$ cat src/rtl/core/bbt_pkg.sv
// bbt_pkg: command codes and the structs passed along the cell chain of the bag table.
// Used by bbt_cell, bounded_bag_table_top and the testbench. No dependencies.
package bbt_pkg;

    localparam int VALUE_W = 32;
    localparam int CMD_W   = 3;
    localparam int MCNT_W  = 4;
    localparam int TOTAL_W = 35;

    localparam logic [CMD_W-1:0] CMD_ADD      = 3'd0;
    localparam logic [CMD_W-1:0] CMD_REMOVE   = 3'd1;
    localparam logic [CMD_W-1:0] CMD_CONTAINS = 3'd2;
    localparam logic [CMD_W-1:0] CMD_FREQ     = 3'd3;
    localparam logic [CMD_W-1:0] CMD_CLEAR    = 3'd4;
    localparam logic [CMD_W-1:0] CMD_SUM      = 3'd5;

    // Probe item that walks the chain, one cell per cycle.
    typedef struct packed {
        logic               valid;
        logic [CMD_W-1:0]   cmd;
        logic [VALUE_W-1:0] value;
        logic               hit;
        logic [MCNT_W-1:0]  hit_cnt;
        logic [TOTAL_W-1:0] total;
    } probe_t;

    // Update controls broadcast to all cells at the end of a sweep.
    typedef struct packed {
        logic               add_en;
        logic               commit;
        logic [VALUE_W-1:0] value;
    } cell_ctl_t;

endpackage

$ cat src/rtl/core/bbt_cell.sv
// bbt_cell: a bag slot; holds an entry, set on an add, scans the passing
// probe and shifts its neighbor's entry in on a remove. Depends on bbt_pkg.
module bbt_cell
    import bbt_pkg::*;
#(
    parameter int CNT_W = 4,
    parameter int IDX   = 0
)
(
    input  logic               clk,
    input  logic               rst_n,
    input  logic [CNT_W-1:0]   count,
    input  cell_ctl_t          ctl,
    input  probe_t             probe_in,
    output probe_t             probe_out,
    input  logic [VALUE_W-1:0] next_entry,
    output logic [VALUE_W-1:0] entry
);

    logic [VALUE_W-1:0] entry_reg;
    logic [VALUE_W-1:0] entry_next;
    logic               shift_reg;
    logic               shift_next;
    probe_t             probe_reg;
    probe_t             probe_next;
    logic               active;
    logic               match;
    logic [TOTAL_W-1:0] entry_ext;

    assign active    = (CNT_W'(IDX) < count);
    assign match     = active && (entry_reg == probe_in.value);
    assign entry_ext = {{(TOTAL_W-VALUE_W){entry_reg[VALUE_W-1]}}, entry_reg};

    always_comb
    begin
        probe_next         = probe_in;
        probe_next.hit     = probe_in.hit | match;
        probe_next.hit_cnt = probe_in.hit_cnt + MCNT_W'(match);
        probe_next.total   = probe_in.total + (active ? entry_ext : '0);
    end

    always_comb
    begin
        shift_next = shift_reg;
        if (probe_in.valid)
        begin
            shift_next = (probe_in.cmd == CMD_REMOVE) && active && (probe_in.hit || match);
        end
    end

    always_comb
    begin
        entry_next = entry_reg;
        if (ctl.add_en && (count == CNT_W'(IDX)))
        begin
            entry_next = ctl.value;
        end
        else if (ctl.commit && shift_reg)
        begin
            entry_next = next_entry;
        end
    end

    always_ff @(posedge clk or negedge rst_n)
    begin
        if (!rst_n)
        begin
            probe_reg <= '0;
            shift_reg <= 1'b0;
        end
        else
        begin
            probe_reg <= probe_next;
            shift_reg <= shift_next;
        end
    end

    always_ff @(posedge clk)
    begin
        entry_reg <= entry_next;
    end

    assign probe_out = probe_reg;
    assign entry     = entry_reg;

endmodule

$ cat src/rtl/core/bounded_bag_table_top.sv
// bounded_bag_table_top: fixed-capacity bag of signed 32-bit values built as a chain of cells.
// Depends on bbt_pkg and bbt_cell.
//
// A command is taken when start is high and busy is low. A probe then walks the row of
// CAPACITY cells, one cell per cycle, and the last cell's output is registered into the
// result ports; busy stays high until the probe leaves the last cell, and a new command
// may start in the cycle its predecessor's result is shown.
// done is high for exactly one cycle with each result; the ports hold it until the next result.
module bounded_bag_table_top
    import bbt_pkg::*;
#(
    parameter int CAPACITY = 8
)
(
    input  logic                      clk,
    input  logic                      rst_n,
    input  logic                      start,
    output logic                      busy,
    input  logic [CMD_W-1:0]          cmd,
    input  logic signed [VALUE_W-1:0] value,
    output logic                      done,
    output logic                      ok,
    output logic [MCNT_W-1:0]         match_count,
    output logic [3:0]                size,
    output logic                      empty_res,
    output logic signed [TOTAL_W-1:0] total
);

    localparam int CNT_W = $clog2(CAPACITY + 1);

    typedef enum logic [1:0] {
        ST_IDLE  = 2'b01,
        ST_SWEEP = 2'b10
    } state_t;

    state_t             state_reg;
    state_t             state_next;
    logic [CNT_W-1:0]   count_reg;
    logic [CNT_W-1:0]   count_next;
    logic               done_reg;
    logic               ok_reg;
    logic               ok_next;
    logic [MCNT_W-1:0]  mcnt_reg;
    logic [MCNT_W-1:0]  mcnt_next;
    logic [3:0]         size_reg;
    logic               empty_reg;
    logic [TOTAL_W-1:0] total_reg;
    logic [TOTAL_W-1:0] total_next;
    logic               accept;
    logic               finish;
    logic               not_full;
    probe_t             launch;
    probe_t             last;
    cell_ctl_t          ctl;

    probe_t             probes  [0:CAPACITY];
    logic [VALUE_W-1:0] entries [0:CAPACITY];

    assign accept   = start && (state_reg == ST_IDLE);
    assign last     = probes[CAPACITY];
    assign finish   = last.valid;
    assign not_full = (count_reg < CNT_W'(CAPACITY));

    always_comb
    begin
        launch         = '0;
        launch.valid   = accept;
        launch.cmd     = cmd;
        launch.value   = value;
    end

    assign probes[0]         = launch;
    assign entries[CAPACITY] = '0;

    generate
        for (genvar i = 0; i < CAPACITY; i++)
        begin : g_cell
            bbt_cell #(
                .CNT_W (CNT_W),
                .IDX   (i)
            ) u_cell (
                .clk        (clk),
                .rst_n      (rst_n),
                .count      (count_reg),
                .ctl        (ctl),
                .probe_in   (probes[i]),
                .probe_out  (probes[i+1]),
                .next_entry (entries[i+1]),
                .entry      (entries[i])
            );
        end
    endgenerate

    always_comb
    begin
        ctl.add_en = finish && (last.cmd == CMD_ADD) && not_full;
        ctl.commit = finish && (last.cmd == CMD_REMOVE) && last.hit;
        ctl.value  = last.value;
    end

    always_comb
    begin
        state_next = state_reg;
        case (state_reg)
            ST_IDLE:
            begin
                if (accept)
                begin
                    state_next = ST_SWEEP;
                end
            end
            ST_SWEEP:
            begin
                if (finish)
                begin
                    state_next = ST_IDLE;
                end
            end
            default:
            begin
                state_next = ST_IDLE;
            end
        endcase
    end

    always_comb
    begin
        count_next = count_reg;
        ok_next    = 1'b0;
        mcnt_next  = '0;
        total_next = '0;
        case (last.cmd)
            CMD_ADD:
            begin
                ok_next = not_full;
                if (not_full)
                begin
                    count_next = count_reg + 1'b1;
                end
            end
            CMD_REMOVE:
            begin
                ok_next = last.hit;
                if (last.hit)
                begin
                    count_next = count_reg - 1'b1;
                end
            end
            CMD_CONTAINS:
            begin
                ok_next = last.hit;
            end
            CMD_FREQ:
            begin
                mcnt_next = last.hit_cnt;
            end
            CMD_CLEAR:
            begin
                count_next = '0;
            end
            CMD_SUM:
            begin
                total_next = last.total;
            end
            default:
            begin
                ok_next = 1'b0;
            end
        endcase
    end

    always_ff @(posedge clk or negedge rst_n)
    begin
        if (!rst_n)
        begin
            state_reg <= ST_IDLE;
            count_reg <= '0;
            done_reg  <= 1'b0;
        end
        else
        begin
            state_reg <= state_next;
            done_reg  <= finish;
            if (finish)
            begin
                count_reg <= count_next;
            end
        end
    end

    always_ff @(posedge clk)
    begin
        if (finish)
        begin
            ok_reg    <= ok_next;
            mcnt_reg  <= mcnt_next;
            size_reg  <= 4'(count_next);
            empty_reg <= (count_next == '0);
            total_reg <= total_next;
        end
    end

    assign busy        = (state_reg != ST_IDLE);
    assign done        = done_reg;
    assign ok          = ok_reg;
    assign match_count = mcnt_reg;
    assign size        = size_reg;
    assign empty_res   = empty_reg;
    assign total       = total_reg;

endmodule

$ cat config.mk
export PLATFORM = sky130hd
export DESIGN_NAME = bounded_bag_table_top
export DESIGN_NICKNAME = d
export VERILOG_FILES = /design/src/rtl/core/bbt_pkg.sv /design/src/rtl/core/bbt_cell.sv /design/src/rtl/core/bounded_bag_table_top.sv
export SDC_FILE = /design/constraint.sdc
export NUM_CORES = 2
export LEC_CHECK = 0
export BUFFER_PORTS_ARGS = -buffer_cell sky130_fd_sc_hd__buf_2
export CORE_MARGIN = 3
export CORE_UTILIZATION = 60
export CTS_BUF_LIST = sky130_fd_sc_hd__clkbuf_8
export DETAILED_ROUTE_END_ITERATION = 16
export PLACE_DENSITY = 0.84
export SETUP_SLACK_MARGIN = 0.1
export SYNTH_ARGS = -nofsm -noshare
export SYNTH_HDL_FRONTEND = slang
export SYNTH_HIERARCHICAL = 1
export SYNTH_SLANG_ARGS = --single-unit
$ cat constraint.sdc
create_clock -name clk -period 4.73 [get_ports clk]
set_input_delay 0.473 -clock clk [delete_from_list [all_inputs] [get_ports clk]]
set_output_delay 0.473 -clock clk [all_outputs]
set_load 0.02 [all_outputs]
==> results.toml <==
[job]
maxCapViolCount = 0

[clock_network]
clockBufferDepth = 3
clock_latency_ns = 0.82
cts-root-buf = "clkbuf_8"
cts_tree = "yes"
cts_num_sinks = 924
ctsResizeCount = 0
h-tree-depth = 4
cts_made_buffers = 151
clkTransAtPathRegs_ns = 0.06

[layout]
areaGrowthSynthToFinish_pct = 11.09
largest_reg_flops = 608
stdcell_count = 5723
drive_gt1_share_pct = 14.72
fin_nets = 4870

[pwr]
power_density_nw_per_um2 = 601.4
total_power_mw = 32.79
p_int_mw = 19.59
pwr-share-seq_pct = 33.0
p_leak_nw = 23.60
peakVddDrop_uv = 287.0
switchingPower_mw = 13.20
switching_share_pct = 40.26
combPwrFrac_pct = 45.2
pwr-share-clk_pct = 21.7

[global_routing]
grt_antenna_before_repair = 1
grt_pass1_vias = 35580
grt_use_total_pct = 31.45
grt-ovfl-total = 0
grt_first_pass_wirelength_microns = 204600
grt_max_degree = 120

[setup_path]
path_max_fanout = 32
criticalPathCategory = "flip-flop to flip-flop"
r2r_end = "g_cell[2].u_cell/probe_out[24]"
end_kind = "flip-flop"
reg2reg_slack_ns = 0.45
reg2reg_from = "count_reg[2]"
critPathLaunchType = "flip-flop"
cp.arrival_ns = 4.99
reg2regPathDepth = 12
cp.required_ns = 5.45

[yosys]
synth_compound_area_share_pct = 12.03
yosys.area_share.simple_pct = 13.15
yosysWarnings = 6
synthAdderAreaFrac_pct = 7.718
ys_seq_area_share_pct = 50.17
synth_cell_types = 118
synth-async-reset-ratio_pct = 67.42
avgSynthCellArea_sq_um = 11.50
synth_xor_area_share_pct = 8.956
synth_top_family_by_area = "simple AND/OR/NAND/NOR gates"
synth_mux_area_share_pct = 6.178
synth-seq-cells = 924
synthFlopType = "dfrtp_1"
synth_cells = 4269
synth-edff-count = 301
syn_area_sq_um = 49090

[hold_path]
hold_class = "input port to asynchronous set/reset pin"

[routing]
ant_nets = 0
drtPass1Iterations = 5
route.detailed.drc = 0
vias = 34790
via_per_inst = 6.079
wirelength_microns = 134300
drt_iter0_drc = 2549
wl_per_cell_microns = 23.47

[sta]
timing.fmax_ghz = 0.2339
hold_viol = 0
max-slew-margin-rel_pct = 23.41
finClkSkew_ns = 0.03723
rsz0062_at_grt = "no"
finalSetupTns_ns = 0
finalSetupViolations = 0
fin_ws_ns = 0.4542
hold_ws_ns = 0.2784
slew_viol_final = 0
worstMarginPinSlew_ns = 1.140
period_share_pct = 90.40
finalCriticalPeriod_ns = 4.276

[floorplan]
die_area_sq_um = 85290
die_h_microns = 292.0
die_w_microns = 292.0
io_pins = 85
rows = 104
core_area_sq_um = 80810
initial_core_util_pct = 60.75

[place]
post-place-ws_ns = 0.4945
dp_cells = 5404
gp_congestion = 0.9575
hpwlAfterDp_microns = 102800
port_buffers = 84

[status]
status = "completed"
-- routing by layer --
metal	GRT usage [%]	wire length, microns	vias up
li1	-	-	16010
met1	37.97	52820	17110
met2	53.29	64910	1338
met3	4.328	7104	336
met4	20.30	9465	0
met5	0	0	-
-- placed cells by master (no fill, tap or decap), types with 46 or more instances in the layout --
cell        n
nand3_1    80
a21o_1    121
and2_1    236
a21oi_1   251
nor2_1    168
ha_1      290
edfxtp_1  301
xor2_1    321
nor2b_1    98
buf_4      46
o21ai_0   113
dfrtp_1   620
nand2_1   226
o21ai_1    46
xnor2_1   181
clkbuf_8  185
buf_2      83
inv_1     134
mux2_2    231
nor4_1     72
conb_1     75
nand4_1    69
nor3_1     72
-- power by group through the flow --
stage	clock [mW]	combinational, mW	sequential, mW
after CTS	7.24	14.4	10.8
after global routing	7.62	16.2	11.0
final	7.12	14.8	10.8
after floorplan	0	10.9	10.7
after detailed placement	0	14.3	10.9
after global placement	0	14.1	10.9
-- layout make-up --
class,instances,area [sq um]
Tap cell,1060,1326
Sequential cell,924,24630
Inverter,82,307.8
Multi-Input combinational cell,3203,23890
Clock inverter,94,576.8
Clock buffer,185,2546
Timing Repair Buffer,172,1246
Fill cell,6016,26270
Antenna cell,3,7.507
-- worst max path at each step --
stage | start | depth (start not counted) | slack [ns] | end
after floorplan | g_cell[7].u_cell/probe_out[75] | 6 | 0.78 | g_cell[2].u_cell/entry[0]
after global placement | count_reg[2] | 12 | 0.61 | g_cell[2].u_cell/probe_out[24]
after detailed placement | count_reg[2] | 12 | 0.49 | g_cell[2].u_cell/probe_out[24]
after CTS | count_reg[2] | 12 | 0.48 | g_cell[2].u_cell/probe_out[24]
after global routing | count_reg[2] | 12 | 0.14 | g_cell[2].u_cell/probe_out[32]
final | count_reg[2] | 12 | 0.45 | g_cell[2].u_cell/probe_out[24]
-- through the flow --
step	utilization (%)	instance area [sq um]
after floorplan	-	49370
after global placement	63.15	51030
after detailed placement	63.15	51030
after CTS	67.48	54530
after global routing	67.48	54530
final	67.49	54530
-- synthesized netlist by cell type, types with 17 or more instances --
master,number,area share (%)
nand3_1,80,0.82
a211o_1,17,0.30
buf_2,26,0.27
o211ai_1,19,0.29
a31oi_1,38,0.48
inv_1,82,0.63
o21ai_1,46,0.47
nor3_1,72,0.73
ha_1,290,7.4
o21a_1,31,0.47
nand4_1,69,0.88
o21bai_1,23,0.35
edfxtp_1,301,18
nand2_1,226,1.7
xnor2_1,181,3.2
mux2_1,33,0.76
a21oi_1,252,2.6
and3_1,32,0.41
nand2b_1,23,0.29
mux2_2,231,5.3
clkbuf_1,96,0.73
nor2b_1,98,1.2
and2_1,236,3.0
a21o_1,121,1.9
nor2_1,172,1.3
a211oi_1,36,0.55
o21ai_0,113,1.2
xor2_1,321,5.7
dfrtp_1,622,32
nor4_1,72,0.92
-- logic make-up (layout without fill, tap and decap cells) --
family / after synthesis / in the layout
xor+xnor: 502 / 502
buf+inv: 216 / 533
compound gates: 871 / 871
flops: 924 / 924
fa+ha+maj: 298 / 298
mux: 270 / 270
other cells: 1 / 78
simple gates: 1187 / 1187
-- worst max-delay path, cell delays in order, from the launching register on --
cell and delay [ns]:
dfrtp_1 0.89, a211o_1 0.82, and2_1 0.23, ha_1 0.16, inv_1 0.05, fa_1 0.39, nand2b_1 0.20, a21oi_2 0.18
o2111ai_2 0.19, o21ai_4 0.32, a21boi_1 0.27, o21ai_0 0.27, xor2_1 0.18
-- what timing repair did --
action / in CTS / in global routing
hold buffers: 37 / 0
endpoints found under the setup margin: 0 / 0
buffers inserted: 0 / 0
endpoints found under the hold margin: 127 / 0
Note: power is estimated with default switching activity, not from simulation.
